File: config.mk
export PLATFORM = sky130hd
export DESIGN_NAME = playfair_digraph_cipher_top
export DESIGN_NICKNAME = d
export VERILOG_FILES = /design/src/sv/pfc_pkg.sv /design/src/sv/pfc_ctrl.sv /design/src/sv/pfc_dpath.sv /design/src/sv/playfair_digraph_cipher_top.sv
export SDC_FILE = /design/constraint.sdc
export NUM_CORES = 1
export LEC_CHECK = 0
export BUFFER_PORTS_ARGS = -buffer_cell sky130_fd_sc_hd__buf_2
export CAP_MARGIN = 15
export CORE_MARGIN = 2
export CORE_UTILIZATION = 45
export CTS_CLUSTER_DIAMETER = 60
export DETAILED_ROUTE_END_ITERATION = 12
export HOLD_SLACK_MARGIN = 0.12
export SLEW_MARGIN = 20
export SYNTH_ARGS = -nofsm -noshare
export SYNTH_HDL_FRONTEND = slang
export SYNTH_SLANG_ARGS = --single-unit
File: constraint.sdc
create_clock -name clk -period 10.4 [get_ports clk]
set_input_delay 0 -clock clk [delete_from_list [all_inputs] [get_ports clk]]
set_output_delay 0 -clock clk [all_outputs]
set_load 0.1 [all_outputs]
File: src/sv/pfc_pkg.sv
// shared types, constants and helper functions of the playfair cipher block
// no dependencies; used by pfc_ctrl, pfc_dpath and playfair_digraph_cipher_top
package pfc_pkg;

  localparam int GRID_SIDE  = 5;
  localparam int GRID_CELLS = 25;
  localparam int ALPHA      = 26;

  localparam logic [4:0] LTR_I    = 5'd8;
  localparam logic [4:0] LTR_J    = 5'd9;
  localparam logic [4:0] LTR_X    = 5'd23;
  localparam logic [4:0] LTR_LAST = 5'(ALPHA - 1);
  localparam logic [4:0] CELLS_N  = 5'(GRID_CELLS);
  localparam logic [2:0] SIDE_MAX = 3'(GRID_SIDE - 1);

  localparam logic [7:0] CHAR_A     = 8'd97;
  localparam logic [7:0] CHAR_Z     = 8'd122;
  localparam logic [7:0] CHAR_UA    = 8'd65;
  localparam logic [7:0] CHAR_UZ    = 8'd90;
  localparam logic [7:0] CHAR_SPACE = 8'd32;
  localparam logic [7:0] CASE_OFS   = 8'd32;

  typedef enum logic [1:0] {
    REQ_KEY      = 2'd0,
    REQ_KEY_DONE = 2'd1,
    REQ_MSG      = 2'd2,
    REQ_MSG_END  = 2'd3
  } req_t;

  typedef enum logic [1:0] {
    ST_OK        = 2'd0,
    ST_NONLETTER = 2'd1,
    ST_ORDER     = 2'd2
  } status_t;

  typedef struct packed {
    logic       space;
    logic       letter;
    logic [4:0] idx;
  } chr_t;

  typedef struct packed {
    logic    place_key;
    logic    fill_start;
    logic    fill_step;
    logic    ready_set;
    logic    pend_load;
    logic    pend_clear;
    logic    pos_rd;
    logic    q_is_x;
    logic    grid_rd;
    logic    out_load_pair;
    logic    out_load_flag;
    status_t flag_code;
  } cmd_t;

  typedef struct packed {
    logic grid_ready;
    logic pend_valid;
    logic pend_match;
    logic ch_space;
    logic ch_letter;
    logic fill_done;
    logic out_busy;
  } sts_t;

  function automatic chr_t clean_char(logic [7:0] ch);
    chr_t       r;
    logic [7:0] c;
    logic [7:0] d;
    r = '0;
    c = ch;
    if (c >= CHAR_UA && c <= CHAR_UZ) begin
      c = c + CASE_OFS;
    end
    d = c - CHAR_A;
    if (ch == CHAR_SPACE) begin
      r.space = 1'b1;
    end else if (c >= CHAR_A && c <= CHAR_Z) begin
      r.letter = 1'b1;
      r.idx    = (d[4:0] == LTR_J) ? LTR_I : d[4:0];
    end
    return r;
  endfunction

  function automatic logic [2:0] cell_row(logic [4:0] c);
    logic [2:0] r;
    if (c >= 5'd20) begin
      r = 3'd4;
    end else if (c >= 5'd15) begin
      r = 3'd3;
    end else if (c >= 5'd10) begin
      r = 3'd2;
    end else if (c >= 5'd5) begin
      r = 3'd1;
    end else begin
      r = 3'd0;
    end
    return r;
  endfunction

  function automatic logic [4:0] row_base(logic [2:0] r);
    return ({2'b00, r} << 2) + {2'b00, r};
  endfunction

  function automatic logic [2:0] cell_col(logic [4:0] c);
    logic [4:0] d;
    d = c - row_base(cell_row(c));
    return d[2:0];
  endfunction

  function automatic logic [2:0] step_idx(logic [2:0] v, logic back);
    logic [2:0] r;
    if (back) begin
      r = (v == 3'd0) ? SIDE_MAX : v - 3'd1;
    end else begin
      r = (v == SIDE_MAX) ? 3'd0 : v + 3'd1;
    end
    return r;
  endfunction

endpackage

File: src/sv/pfc_ctrl.sv
// controller state machine of the playfair cipher block
// depends on pfc_pkg; drives commands into pfc_dpath
module pfc_ctrl (
  input  logic           clk,
  input  logic           rst_n,
  input  logic           in_valid,
  input  logic [1:0]     in_req_type,
  output logic           in_stall,
  input  pfc_pkg::sts_t  sts,
  output pfc_pkg::cmd_t  cmd
);

  typedef enum logic [1:0] {
    S_IDLE,
    S_FILL,
    S_POS,
    S_GRID
  } state_t;

  state_t state_r, state_nxt;
  logic   accept;
  pfc_pkg::req_t req;

  assign req      = pfc_pkg::req_t'(in_req_type);
  assign in_stall = (state_r != S_IDLE) || sts.out_busy;
  assign accept   = in_valid && !in_stall;

  always_comb begin
    cmd       = '0;
    state_nxt = state_r;
    unique case (state_r)
      S_IDLE: begin
        if (accept) begin
          unique case (req)
            pfc_pkg::REQ_KEY, pfc_pkg::REQ_KEY_DONE: begin
              if (sts.grid_ready) begin
                cmd.out_load_flag = 1'b1;
                cmd.flag_code     = pfc_pkg::ST_ORDER;
              end else if (req == pfc_pkg::REQ_KEY_DONE) begin
                cmd.fill_start = 1'b1;
                state_nxt      = S_FILL;
              end else if (sts.ch_letter) begin
                cmd.place_key = 1'b1;
              end else if (!sts.ch_space) begin
                cmd.out_load_flag = 1'b1;
                cmd.flag_code     = pfc_pkg::ST_NONLETTER;
              end
            end
            pfc_pkg::REQ_MSG: begin
              if (!sts.grid_ready) begin
                cmd.out_load_flag = 1'b1;
                cmd.flag_code     = pfc_pkg::ST_ORDER;
              end else if (sts.ch_letter) begin
                if (!sts.pend_valid) begin
                  cmd.pend_load = 1'b1;
                end else if (sts.pend_match) begin
                  cmd.pos_rd    = 1'b1;
                  cmd.q_is_x    = 1'b1;
                  cmd.pend_load = 1'b1;
                  state_nxt     = S_POS;
                end else begin
                  cmd.pos_rd     = 1'b1;
                  cmd.pend_clear = 1'b1;
                  state_nxt      = S_POS;
                end
              end else if (!sts.ch_space) begin
                cmd.out_load_flag = 1'b1;
                cmd.flag_code     = pfc_pkg::ST_NONLETTER;
              end
            end
            pfc_pkg::REQ_MSG_END: begin
              if (!sts.grid_ready) begin
                cmd.out_load_flag = 1'b1;
                cmd.flag_code     = pfc_pkg::ST_ORDER;
              end else if (sts.pend_valid) begin
                cmd.pos_rd     = 1'b1;
                cmd.q_is_x     = 1'b1;
                cmd.pend_clear = 1'b1;
                state_nxt      = S_POS;
              end
            end
          endcase
        end
      end
      S_FILL: begin
        cmd.fill_step = 1'b1;
        if (sts.fill_done) begin
          cmd.ready_set = 1'b1;
          state_nxt     = S_IDLE;
        end
      end
      S_POS: begin
        cmd.grid_rd = 1'b1;
        state_nxt   = S_GRID;
      end
      S_GRID: begin
        if (!sts.out_busy) begin
          cmd.out_load_pair = 1'b1;
          state_nxt         = S_IDLE;
        end
      end
    endcase
  end

  always_ff @(posedge clk) begin
    if (!rst_n) begin
      state_r <= S_IDLE;
    end else begin
      state_r <= state_nxt;
    end
  end

  a_busy_stalls: assert property (@(posedge clk) disable iff (!rst_n)
    (state_r != S_IDLE) |-> in_stall)
    else $error("input taken while a request is in progress");

  a_pos_then_grid: assert property (@(posedge clk) disable iff (!rst_n)
    cmd.pos_rd |=> cmd.grid_rd)
    else $error("position lookup not followed by grid lookup");

endmodule

File: src/sv/pfc_dpath.sv
// datapath of the playfair cipher block: grid stores, pairing, lookups, output
// depends on pfc_pkg; commanded by pfc_ctrl
module pfc_dpath (
  input  logic           clk,
  input  logic           rst_n,
  input  logic           cfg_we,
  input  logic           cfg_wdata,
  input  logic [7:0]     in_char_in,
  output logic           out_valid,
  input  logic           out_stall,
  output logic [7:0]     out_first_char,
  output logic [7:0]     out_second_char,
  output logic [1:0]     out_status,
  input  pfc_pkg::cmd_t  cmd,
  output pfc_pkg::sts_t  sts
);

  logic [4:0] grid_mem [pfc_pkg::GRID_CELLS];
  logic [4:0] pos_mem  [pfc_pkg::ALPHA];

  logic                         mode_r;
  logic [pfc_pkg::ALPHA-1:0]    used_r, used_nxt;
  logic [4:0]                   fill_cnt_r, fill_cnt_nxt;
  logic [4:0]                   fill_ltr_r, fill_ltr_nxt;
  logic                         ready_r, ready_nxt;
  logic [4:0]                   pend_r, pend_nxt;
  logic                         pend_v_r, pend_v_nxt;
  logic                         out_valid_r, out_valid_nxt;
  logic [4:0]                   pos_a_r, pos_b_r;
  logic [4:0]                   grid_a_r, grid_b_r;
  logic [7:0]                   first_r, second_r;
  logic [1:0]                   status_r;

  pfc_pkg::chr_t chr;
  logic [4:0]    place_ltr;
  logic          place_ok;
  logic [4:0]    q_ltr;
  logic [2:0]    r1, c1, r2, c2;
  logic [2:0]    nr1, nc1, nr2, nc2;
  logic [4:0]    cell_a, cell_b;

  assign chr = pfc_pkg::clean_char(in_char_in);

  assign place_ltr = cmd.fill_step ? fill_ltr_r : chr.idx;
  assign place_ok  = (cmd.place_key || (cmd.fill_step && fill_ltr_r != pfc_pkg::LTR_J))
                     && !used_r[place_ltr] && (fill_cnt_r < pfc_pkg::CELLS_N);
  assign q_ltr     = cmd.q_is_x ? pfc_pkg::LTR_X : chr.idx;

  // row, column or rectangle rule on the looked-up cells
  always_comb begin
    r1  = pfc_pkg::cell_row(pos_a_r);
    c1  = pfc_pkg::cell_col(pos_a_r);
    r2  = pfc_pkg::cell_row(pos_b_r);
    c2  = pfc_pkg::cell_col(pos_b_r);
    nr1 = r1;
    nc1 = c1;
    nr2 = r2;
    nc2 = c2;
    if (r1 == r2) begin
      nc1 = pfc_pkg::step_idx(c1, mode_r);
      nc2 = pfc_pkg::step_idx(c2, mode_r);
    end else if (c1 == c2) begin
      nr1 = pfc_pkg::step_idx(r1, mode_r);
      nr2 = pfc_pkg::step_idx(r2, mode_r);
    end else begin
      nc1 = c2;
      nc2 = c1;
    end
    cell_a = pfc_pkg::row_base(nr1) + {2'b00, nc1};
    cell_b = pfc_pkg::row_base(nr2) + {2'b00, nc2};
  end

  always_ff @(posedge clk) begin
    if (place_ok) begin
      grid_mem[fill_cnt_r] <= place_ltr;
      pos_mem[place_ltr]   <= fill_cnt_r;
    end
    if (cmd.pos_rd) begin
      pos_a_r <= pos_mem[pend_r];
      pos_b_r <= pos_mem[q_ltr];
    end
    if (cmd.grid_rd) begin
      grid_a_r <= grid_mem[cell_a];
      grid_b_r <= grid_mem[cell_b];
    end
  end

  always_comb begin
    used_nxt     = used_r;
    fill_cnt_nxt = fill_cnt_r;
    fill_ltr_nxt = fill_ltr_r;
    ready_nxt    = ready_r || cmd.ready_set;
    pend_nxt     = pend_r;
    pend_v_nxt   = pend_v_r;
    if (place_ok) begin
      used_nxt[place_ltr] = 1'b1;
      fill_cnt_nxt        = fill_cnt_r + 5'd1;
    end
    if (cmd.fill_start) begin
      fill_ltr_nxt = '0;
    end else if (cmd.fill_step) begin
      fill_ltr_nxt = fill_ltr_r + 5'd1;
    end
    if (cmd.pend_load) begin
      pend_nxt   = chr.idx;
      pend_v_nxt = 1'b1;
    end else if (cmd.pend_clear) begin
      pend_v_nxt = 1'b0;
    end
    out_valid_nxt = out_valid_r && out_stall;
    if (cmd.out_load_pair || cmd.out_load_flag) begin
      out_valid_nxt = 1'b1;
    end
  end

  always_ff @(posedge clk) begin
    if (!rst_n) begin
      mode_r      <= 1'b0;
      used_r      <= '0;
      fill_cnt_r  <= '0;
      fill_ltr_r  <= '0;
      ready_r     <= 1'b0;
      pend_r      <= '0;
      pend_v_r    <= 1'b0;
      out_valid_r <= 1'b0;
    end else begin
      if (cfg_we) begin
        mode_r <= cfg_wdata;
      end
      used_r      <= used_nxt;
      fill_cnt_r  <= fill_cnt_nxt;
      fill_ltr_r  <= fill_ltr_nxt;
      ready_r     <= ready_nxt;
      pend_r      <= pend_nxt;
      pend_v_r    <= pend_v_nxt;
      out_valid_r <= out_valid_nxt;
    end
  end

  always_ff @(posedge clk) begin
    if (cmd.out_load_pair) begin
      first_r  <= pfc_pkg::CHAR_A + {3'b000, grid_a_r};
      second_r <= pfc_pkg::CHAR_A + {3'b000, grid_b_r};
      status_r <= pfc_pkg::ST_OK;
    end else if (cmd.out_load_flag) begin
      first_r  <= '0;
      second_r <= '0;
      status_r <= cmd.flag_code;
    end
  end

  assign sts.grid_ready = ready_r;
  assign sts.pend_valid = pend_v_r;
  assign sts.pend_match = (chr.idx == pend_r);
  assign sts.ch_space   = chr.space;
  assign sts.ch_letter  = chr.letter;
  assign sts.fill_done  = (fill_ltr_r == pfc_pkg::LTR_LAST);
  assign sts.out_busy   = out_valid_r && out_stall;

  assign out_valid       = out_valid_r;
  assign out_first_char  = first_r;
  assign out_second_char = second_r;
  assign out_status      = status_r;

  a_no_overwrite: assert property (@(posedge clk) disable iff (!rst_n)
    (cmd.out_load_pair || cmd.out_load_flag) |-> !(out_valid_r && out_stall))
    else $error("output register loaded while its result waits");

  a_used_count: assert property (@(posedge clk) disable iff (!rst_n)
    $countones(used_r) == int'(fill_cnt_r))
    else $error("used letters disagree with fill count");

  a_ready_full: assert property (@(posedge clk) disable iff (!rst_n)
    ready_r |-> (fill_cnt_r == pfc_pkg::CELLS_N))
    else $error("grid ready with free cells");

endmodule

File: src/sv/playfair_digraph_cipher_top.sv
// top level of the playfair digraph cipher: controller plus datapath
// depends on pfc_pkg, pfc_ctrl and pfc_dpath
// output: flagged requests load the output register in the cycle after acceptance; a pair
// goes through position read and grid read, then the load, which waits while the output stalls
// throughput: 1 request per cycle while idle and the output is not stalled; a pair-forming
// request stalls the input until its pair is loaded, and key complete walks the 26 letters
// reset: synchronous active low; clears control, letter flags and mode, not the grid stores
module playfair_digraph_cipher_top (
  input  logic       clk,
  input  logic       rst_n,
  input  logic       cfg_we,
  input  logic       cfg_wdata,
  input  logic       in_valid,
  output logic       in_stall,
  input  logic [1:0] in_req_type,
  input  logic [7:0] in_char_in,
  output logic       out_valid,
  input  logic       out_stall,
  output logic [7:0] out_first_char,
  output logic [7:0] out_second_char,
  output logic [1:0] out_status
);

  pfc_pkg::cmd_t cmd;
  pfc_pkg::sts_t sts;

  pfc_ctrl u_ctrl (
    .clk         (clk),
    .rst_n       (rst_n),
    .in_valid    (in_valid),
    .in_req_type (in_req_type),
    .in_stall    (in_stall),
    .sts         (sts),
    .cmd         (cmd)
  );

  pfc_dpath u_dpath (
    .clk             (clk),
    .rst_n           (rst_n),
    .cfg_we          (cfg_we),
    .cfg_wdata       (cfg_wdata),
    .in_char_in      (in_char_in),
    .out_valid       (out_valid),
    .out_stall       (out_stall),
    .out_first_char  (out_first_char),
    .out_second_char (out_second_char),
    .out_status      (out_status),
    .cmd             (cmd),
    .sts             (sts)
  );

endmodule
==> out/metrics.yaml, run 1 <==
fin_setup_tns_ns: 0
grt_max_degree: 49
critical_path_arrival_ns: 7.04
finish.utilization_pct: 50.8
synth_commonest_cells: "edfxtp_1, nand2_1, mux4_2"
finalSetupViolCount: 0
cts_tree: "done"
rsz0062_at_grt: "no"
clock_path_buffers: 3
synthArstFlopShare_pct: 0
p_per_area_mw_per_mm2: 162
grt_use_total_pct: 23.2
drive_above_1_share_pct: 20.4
final-seq-area_mm2: 0.00972
firstDrtPassIters: 5
core_mm2: 0.0395
cp_slowest_cell: "mux4_2"
place.gp.congestion: 0.883
cts_sinks: 340
syn_area_mm2: 0.0179
ys_ff_latch: 340
nets: 1440
synth_edf_count: 291
p_leak_nw: 6.81
drt_iter0_drc: 1154
grt_pass1_wl_mm: 71.7
holdWs_ns: 0.227
fin_crit_sh_pct: 64.6
multi_input_area_mm2: 0.00768
cap_violations: 0
cts_buffers: 39
relSlewSlack_pct: 27.7
fin_skew_ns: 0.0272
io_pins: 36
wl_per_cell_um: 24.3
antenna_found_initial: 3
status: "finished clean"
crit_type: "reg -> reg"
max_freq_ghz: 0.149
wl_mm: 47.0
crit_path_max_incr_delay_ns: 0.56
cp-end-kind: "register"
grt_pass1_vias: 11667
crit_fanout: 15
dp_hpwl_mm: 32.3
postCtsSetupBuffers: 0
design_area_mm2: 0.0201
synth_most_common_cell: "edfxtp_1"
cp.required_ns: 10.72
ys_seq_area_share_pct: 54.4
period_needed_ns: 6.72
critPathLaunchType: "register"
drc: 0
dieHeight_um: 203
synth_top_area_share_pct: 48.9
dieWidth_um: 203
path_cells: "inv_1, maj3_1, a221oi_1, nor2_1, ha_1, inv_1, ha_1, nor2_1, fa_1, xnor2_1, xnor2_1, xor2_1, o2111ai_2, nor2_1, a21o_1, inv_1, fa_1, inv_1, fa_1, xor2_1, buf_4, mux4_2, mux2_2"
final_max_slew_viol_count: 0
vias: 11726
clk_latency_ns: 0.57
route.antenna.remaining_nets: 0
initial_core_util_pct: 45.3
min_path_type: "in -> reg"
vias_per_cell: 6.06
peakVddDrop_v: 0.000171
avgSynthCellArea_um2: 13.2
synth_top_cell_by_area: "edfxtp_1"
p_total_mw: 3.25
dieArea_mm2: 0.0413
placed_cell_area_mm2: 0.0186
ys_warn_count: 0
htree_levels: 2
hold_viol: 0
n_fill_cell: 3360
rows: 73
synthesis.nets: 1415
area_growth_pct: 12.2
clk_pin_slew_ns: 0.06
port_buffers: 35
worst_slew_pin_slew_ns: 1.08
synthDistinctLibCells: 82
synthTopCellsByArea: "edfxtp_1, mux4_2, dfxtp_1"
ys.flop_type: "edfxtp_1"
syn-instance-count: 1354
grt_overflow: 0
root_buffer: "clkbuf_16"
crit_top_cell: "inv_1"
repair_timing:
action,4_1_cts,5_1_grt
gates resized for setup,0,0
hold endpoints to repair,37,0
hold buffers,10,0
sequential cells by signal, indices dropped and copies added (netlist names), 2 cells and up:
name                     count
u_dpath.fill_ltr_r           5
u_dpath.pend_r               5
u_dpath.pos_b_r              5
u_ctrl.state_r               2
u_dpath.grid_mem           125
u_dpath.pos_mem            130
u_dpath.pos_a_r              5
u_dpath.out_first_char       8
u_dpath.grid_b_r             5
u_dpath.out_second_char      8
u_dpath.used_r              26
u_dpath.out_status           2
u_dpath.grid_a_r             5
u_dpath.fill_cnt_r           5
final timing paths:
check	start	end	slack [ns]	cells past startpoint
hold / removal	out_stall	u_dpath.out_valid	0.23	4
setup reg to reg	u_dpath.pos_b_r[3]	u_dpath.grid_a_r[0]	3.68	23
setup / recovery	u_dpath.pos_b_r[3]	u_dpath.grid_a_r[0]	3.68	23
hold reg to reg	u_dpath.used_r[9]	u_dpath.used_r[9]	0.45	2
metrics by stage:
stage	cells	worst slack, ns
final	1935	3.68
after global routing	1934	3.10
after CTS	1934	3.58
after detailed placement	1853	3.59
after global placement	1853	3.78
after floorplan	1354	4.09
where the power goes:
group / leakage, nW / internal, mW / switching [mW] / total (mW)
clock: 0.674 / 0.892 / 0.570 / 1.46
combinational: 3.07 / 0.0632 / 0.215 / 0.278
sequential: 3.06 / 1.50 / 0.0134 / 1.51
total: 6.81 / 2.45 / 0.798 / 3.25
cell type report:
class / instances / share of cell area [%]
sequential: 340 / 48.5
multi-input combinational: 883 / 38.3
clock buffer: 45 / 5.13
tap: 525 / 3.28
timing repair buffer: 68 / 2.23
clock inverter: 26 / 1.71
inverter: 47 / 0.892
antenna: 1 / 0.0125
worst max-delay path, delay by kind of cell, from the launching register on:
kind / cells / cell delay (ns)
fa+ha+maj: 6 / 2.17
buf+inv: 5 / 0.57
simple gates: 3 / 0.46
xor+xnor: 4 / 1.03
flops: 1 / 0.42
compound gates: 3 / 0.98
mux: 2 / 0.85
kinds of logic after synthesis:
kind of cell | after synthesis | synth area share, %
and+or+nand+nor | 377 | 10.2
DFF | 340 | 54.4
buffers and inverters | 131 | 3.04
muxes | 184 | 18.0
xor gates and xnor gates | 34 | 1.75
adders and majority gates | 46 | 3.46
AOI/OAI and AO/OA | 242 | 9.22
cells in the final DEF (no fill, tap or decap), types with 37 or more instances in the layout:
cell       count
edfxtp_1     291
nand2_1      140
mux4_2       106
a21oi_1       66
nor2_1        59
dfxtp_1       47
o21ai_0       46
mux2i_1       46
inv_1         44
clkbuf_16     40
nand3_1       38
ha_1          37
layer usage:
layer	global-route usage, %	routed length [um]	share of wire [%]
met5	0	27	0.058
met4	9.38	1630	3.5
met3	4.15	3130	6.7
met2	37.8	22300	48
met1	30.9	19800	42
Note: power is estimated with default switching activity, not from simulation.
==> run 2: changes to the inputs <==
- clock period: 10.4 -> 7.1 ns (I/O delays scaled with it)
==> out/metrics.yaml, run 2 (synthesis gave the netlist of run 1 again) <==
cp_slowest_cell: "a221oi_1"
rsz0062_at_grt: "no"
r2r_setup_slack_ns: 0.58  # -3.10 ns
route.antenna.remaining_nets: 0  # unchanged
dieArea_mm2: 0.0413  # unchanged
drc: 0  # unchanged
period_needed_ns: 6.52  # -0.205 ns
cts_sinks: 340  # unchanged
clk_pin_slew_ns: 0.06  # about the same
peakVddDrop_v: 0.000171  # +0.38%
p_total_mw: 4.65  # +43%
grt_pass1_wl_mm: 71.8  # +0.12%
rows: 73  # unchanged
antenna_found_initial: 2  # -1
final_max_slew_viol_count: 0  # unchanged
crit_family: "adder cells"
largest_reg_flops: 130  # unchanged
final-seq-area_mm2: 0.00972  # about the same
hold_viol: 0  # unchanged
n_fill_cell: 3396  # +1.1%
clock_path_buffers: 3  # unchanged
grt_max_degree: 49  # unchanged
crit_path_max_incr_delay_ns: 0.60  # +0.04 ns
crit_type: "reg -> reg"
critical_path_arrival_ns: 6.86  # -0.18 ns
cp_num_buf_inv: 4  # -1
finalSetupViolCount: 0  # unchanged
dieHeight_um: 203  # unchanged
cts_buffers: 42  # +7.7%
path_cells: "maj3_1, a221oi_1, nor2_1, ha_1, inv_1, ha_1, nor2_1, fa_1, xnor2_1, xnor2_2, xor2_1, o2111ai_2, mux2_2, inv_1, fa_1, inv_1, fa_2, xor2_1, buf_4, mux4_2, mux2_2"
p_leak_nw: 6.80  # about the same
grt_overflow: 0  # unchanged
p_per_area_mw_per_mm2: 232  # +43%
htree_levels: 2  # unchanged
top_regs: "u_dpath.pos_mem x130, u_dpath.grid_mem x125, u_dpath.used_r x26"
port_buffers: 35  # unchanged
status: "finished clean"
grt_pass1_vias: 11680  # +0.11%
fin_skew_ns: 0.0324  # +0.00528 ns
area_growth_pct: 12.2  # about the same
crit_fanout: 15  # unchanged
io_pins: 36  # unchanged
dp_hpwl_mm: 32.4  # +0.45%
firstDrtPassIters: 5  # unchanged
min_path_type: "in -> reg"
place.gp.congestion: 0.890  # +0.80%
cap_violations: 0  # unchanged
grt_use_total_pct: 23.2  # +0.035 points
relSlewSlack_pct: 23.7  # -3.9 points
postCtsSetupBuffers: 0  # unchanged
cp.required_ns: 7.44  # -3.28 ns
regMostFlops: "u_dpath.pos_mem"
critPathLaunchType: "register"
cts_tree: "done"
multi_input_area_mm2: 0.00768  # about the same
drive_above_1_share_pct: 21.3  # +0.85 points
crit_top_cell: "inv_1"
final_common_cell: "edfxtp_1"
cp-end-kind: "register"
root_buffer: "clkbuf_16"
vias_per_cell: 6.08  # +0.37%
dieWidth_um: 203  # unchanged
nets: 1451  # +0.76%
wl_per_cell_um: 24.1  # -0.65%
core_mm2: 0.0395  # unchanged
max_freq_ghz: 0.153  # +3.1%
initial_core_util_pct: 45.3  # unchanged
drt_iter0_drc: 1101  # -4.6%
clk_latency_ns: 0.58  # about the same
worst_slew_pin_slew_ns: 1.14  # +0.0589 ns
vias: 11854  # +1.1%
fin_setup_tns_ns: 0  # unchanged
wl_mm: 47.0  # about the same
mostFrequentLayoutCells: "edfxtp_1, nand2_1, mux4_2, a21oi_1, nor2_1"
fin_crit_sh_pct: 91.8  # +27 points
[run 2: cell types whose count changed in the layout (fill, tap and decap cells not counted), sizes merged]
cell	delta
clkinvlp	+5
buf	+8
clkinv	+1
bufinv	-6
inv	+6
[run 2: what timing repair did]
| item | in CTS | in global routing |
|---|---|---|
| hold buffers | 10 | 0 |
| gates resized for setup | 0 | 4 |
| setup endpoints to repair | 0 | 10 |
| hold endpoints to repair | 46 | 0 |
[run 2: cell type report]
class,instances,share of cell area (%)
Sequential cell,340,48.5
Multi-Input combinational cell,883,38.3
Clock buffer,45,5.29
Tap cell,525,3.27
Timing Repair Buffer,76,2.53
Clock inverter,32,1.28
Inverter,47,0.892
Antenna cell,1,0.0125
[run 2: worst paths after layout]
check,to,cells after the start,start
hold reg to reg,u_dpath.out_status[0],2,u_dpath.out_status[0]
setup reg to reg,u_dpath.grid_b_r[1],21,u_dpath.pos_b_r[1]
setup / recovery,u_dpath.grid_b_r[1],21,u_dpath.pos_b_r[1]
hold / removal,u_dpath.out_valid,4,out_stall
[run 2: tightest hold or removal path: stages]
cell           delay [ns]
dlygate4sd3_1        0.51
buf_2                0.11
a21oi_1              0.05
nor2_1               0.08
[run 2: metal layers]
layer	GRT usage [%]	vias to the layer above	part of all wire [%]
met4	8.06	0	2.8
li1	-	5375	-
met2	37.9	477	48
met3	4.95	88	7.0
met5	0	-	0
met1	31.0	5914	42
[run 2: through the flow]
step	instances	hold WS, ns	worst slack (ns)	util (%)	area [um2]
floorplan	1354	0.141	0.788	-	17900
global placement	1861	0.242	0.562	47.2	18600
detailed placement	1861	0.260	0.414	47.2	18600
CTS	1948	0.195	0.403	50.8	20000
global route	1948	0.236	0.103	50.8	20100
finish	1949	0.216	0.582	50.9	20100
[run 2: power by group]
group	switching, mW	internal, mW	total, mW
sequential	0.0204	2.19	2.21
clock	0.886	1.15	2.03
combinational	0.315	0.0939	0.409
total	1.22	3.43	4.65
==> run 3: changes to the inputs <==
- CORE_ASPECT_RATIO: unset -> 1.5
- clock period: 7.1 -> 5.24 ns (I/O delays scaled with it)
==> out/metrics.yaml, run 3 (synthesis gave the netlist of run 1 again) <==
crit_family: "adder cells"
cp_num_buf_inv: 4  # unchanged
critical_path_arrival_ns: 5.79  # -1.07 ns
io_pins: 36  # unchanged
grt_pass1_vias: 12363  # +5.8%
cp_slowest_cell: "mux4_2"
dp_hpwl_mm: 35.2  # +8.7%
clk_latency_ns: 0.54  # -0.04 ns
status: "finished, violations left"
drc: 0  # unchanged
cts_sinks: 340  # unchanged
final_max_slew_viol_count: 0  # unchanged
grt_pass1_wl_mm: 74.4  # +3.6%
cts_tree: "done"
fin_ws_ns: -0.276  # -0.858 ns
clock_path_buffers: 3  # unchanged
clk_pin_slew_ns: 0.06  # about the same
vias_per_cell: 6.10  # +0.25%
violations: "negative setup slack"
largest_reg_flops: 130  # unchanged
core_mm2: 0.0393  # -0.38%
dieArea_mm2: 0.0414  # about the same
p_leak_nw: 7.29  # +7.2%
drive_above_1_share_pct: 26.6  # +5.3 points
critPathLaunchType: "register"
p_total_mw: 6.02  # +29%
cap_violations: 0  # unchanged
crit_fanout: 6  # -9
htree_levels: 2  # unchanged
worst_slew_pin_slew_ns: 1.09  # -0.0541 ns
nets: 1535  # +5.8%
cp-end-kind: "register"
crit_type: "reg -> reg"
finalSetupViolCount: 10  # +10
min_path_type: "in -> reg"
wl_per_cell_um: 24.8  # +2.7%
drt_iter0_drc: 1061  # -3.6%
fin_crit_sh_pct: 105  # +13 points
rows: 89  # +22%
fin_skew_ns: 0.0216  # -0.0108 ns
vias: 12194  # +2.9%
top_regs: "u_dpath.pos_mem x130, u_dpath.grid_mem x125, u_dpath.used_r x26"
antenna_cells: 0  # -1
crit_path_max_incr_delay_ns: 0.56  # -0.04 ns
regMostFlops: "u_dpath.pos_mem"
antenna_found_initial: 0  # -2
p_per_area_mw_per_mm2: 290  # +25%
peakVddDrop_v: 0.000233  # +36%
grt_use_total_pct: 23.9  # +0.65 points
path_cells: "maj3_2, a221oi_4, nor2_2, ha_1, inv_1, ha_1, nor2_1, fa_2, xnor2_2, xnor2_2, xor2_1, o2111ai_4, buf_6, mux2i_2, fa_1, inv_2, fa_2, xor2_4, buf_12, mux4_2, mux2_4"
final_common_cell: "edfxtp_1"
wl_mm: 49.5  # +5.4%
route.antenna.remaining_nets: 0  # unchanged
rsz0062_at_grt: "yes"
grt_max_degree: 49  # unchanged
cp.required_ns: 5.51  # -1.93 ns
max_freq_ghz: 0.181  # +18%
root_buffer: "clkbuf_16"
relSlewSlack_pct: 27.3  # +3.5 points
fin_setup_tns_ns: -2.53  # -2.53 ns
r2r_setup_slack_ns: -0.28  # -0.86 ns
grt_overflow: 0  # unchanged
finish.utilization_pct: 52.9  # +2.0 points
dieWidth_um: 167  # -18%
initial_core_util_pct: 45.5  # +0.17 points
dieHeight_um: 248  # +22%
firstDrtPassIters: 5  # unchanged
area_growth_pct: 16.3
n_fill_cell: 3277  # -3.5%
period_needed_ns: 5.52  # -1.00 ns
cts_buffers: 35  # -17%
port_buffers: 35  # unchanged
mostFrequentLayoutCells: "edfxtp_1, nand2_1, buf_4, mux4_2, a21oi_1"
hold_viol: 0  # unchanged
place.gp.congestion: 0.926  # +4.0%
==> run 3: power breakdown <==
part           internal [mW]  total, mW  switching [mW]
combinational          0.136      0.562           0.426
sequential              2.97       3.00          0.0272
clock                   1.40       2.46            1.06
==> run 3: timing repair <==
item / in CTS / in global routing
endpoints found under the setup margin: 10 / 10
buffers inserted: 10 / 3
pin swaps: 9 / 5
resized for setup: 13 / 8
hold endpoints to repair: 31 / 0
hold buffers: 9 / 0
gates cloned: 1 / 0
==> run 3: metrics by stage <==
step | instances | worst slack, ns | hold slack, ns | instance area (um2)
floorplan | 1354 | -0.346 | 0.141 | 18000
global placement | 1914 | -0.416 | 0.243 | 19300
detailed placement | 1914 | -0.498 | 0.251 | 19300
CTS | 1997 | -0.309 | 0.151 | 20700
global route | 2000 | -0.504 | 0.219 | 20800
finish | 2000 | -0.276 | 0.165 | 20800
==> run 3: final timing paths <==
kind | start | end | cells after the start
hold / removal | in_char_in[4] | u_dpath.pend_r[4] | 5
setup reg to reg | u_dpath.pos_b_r[0] | u_dpath.grid_a_r[4] | 21
setup / recovery | u_dpath.pos_b_r[0] | u_dpath.grid_a_r[4] | 21
hold reg to reg | u_dpath.used_r[12] | u_dpath.used_r[12] | 2
==> run 3: tightest hold or removal path, cell delays in order <==
cell and delay (ns):
buf_2 0.13, xnor2_1 0.22, nor2_1 0.11, mux2i_1 0.13, nor2_1 0.05
==> run 3: final cells by class <==
cell class                 count  area (um2)  area share (%)
multi-input combinational    883        7820            37.6
sequential                   340        9720            46.8
clock inverter                19         171           0.825
tap                          500         626            3.01
timing repair buffer         167        1320            6.34
inverter                      47         179           0.861
clock buffer                  44         951            4.58
==> run 3: routing by layer <==
metal  global-route usage, %  share of wire, %  vias up
met5                       0                 0        -
met4                    11.1               5.0        0
met3                    2.81               5.3      129
met2                    46.2                55      488
met1                    26.0                34     6065
li1                        -                 -     5512
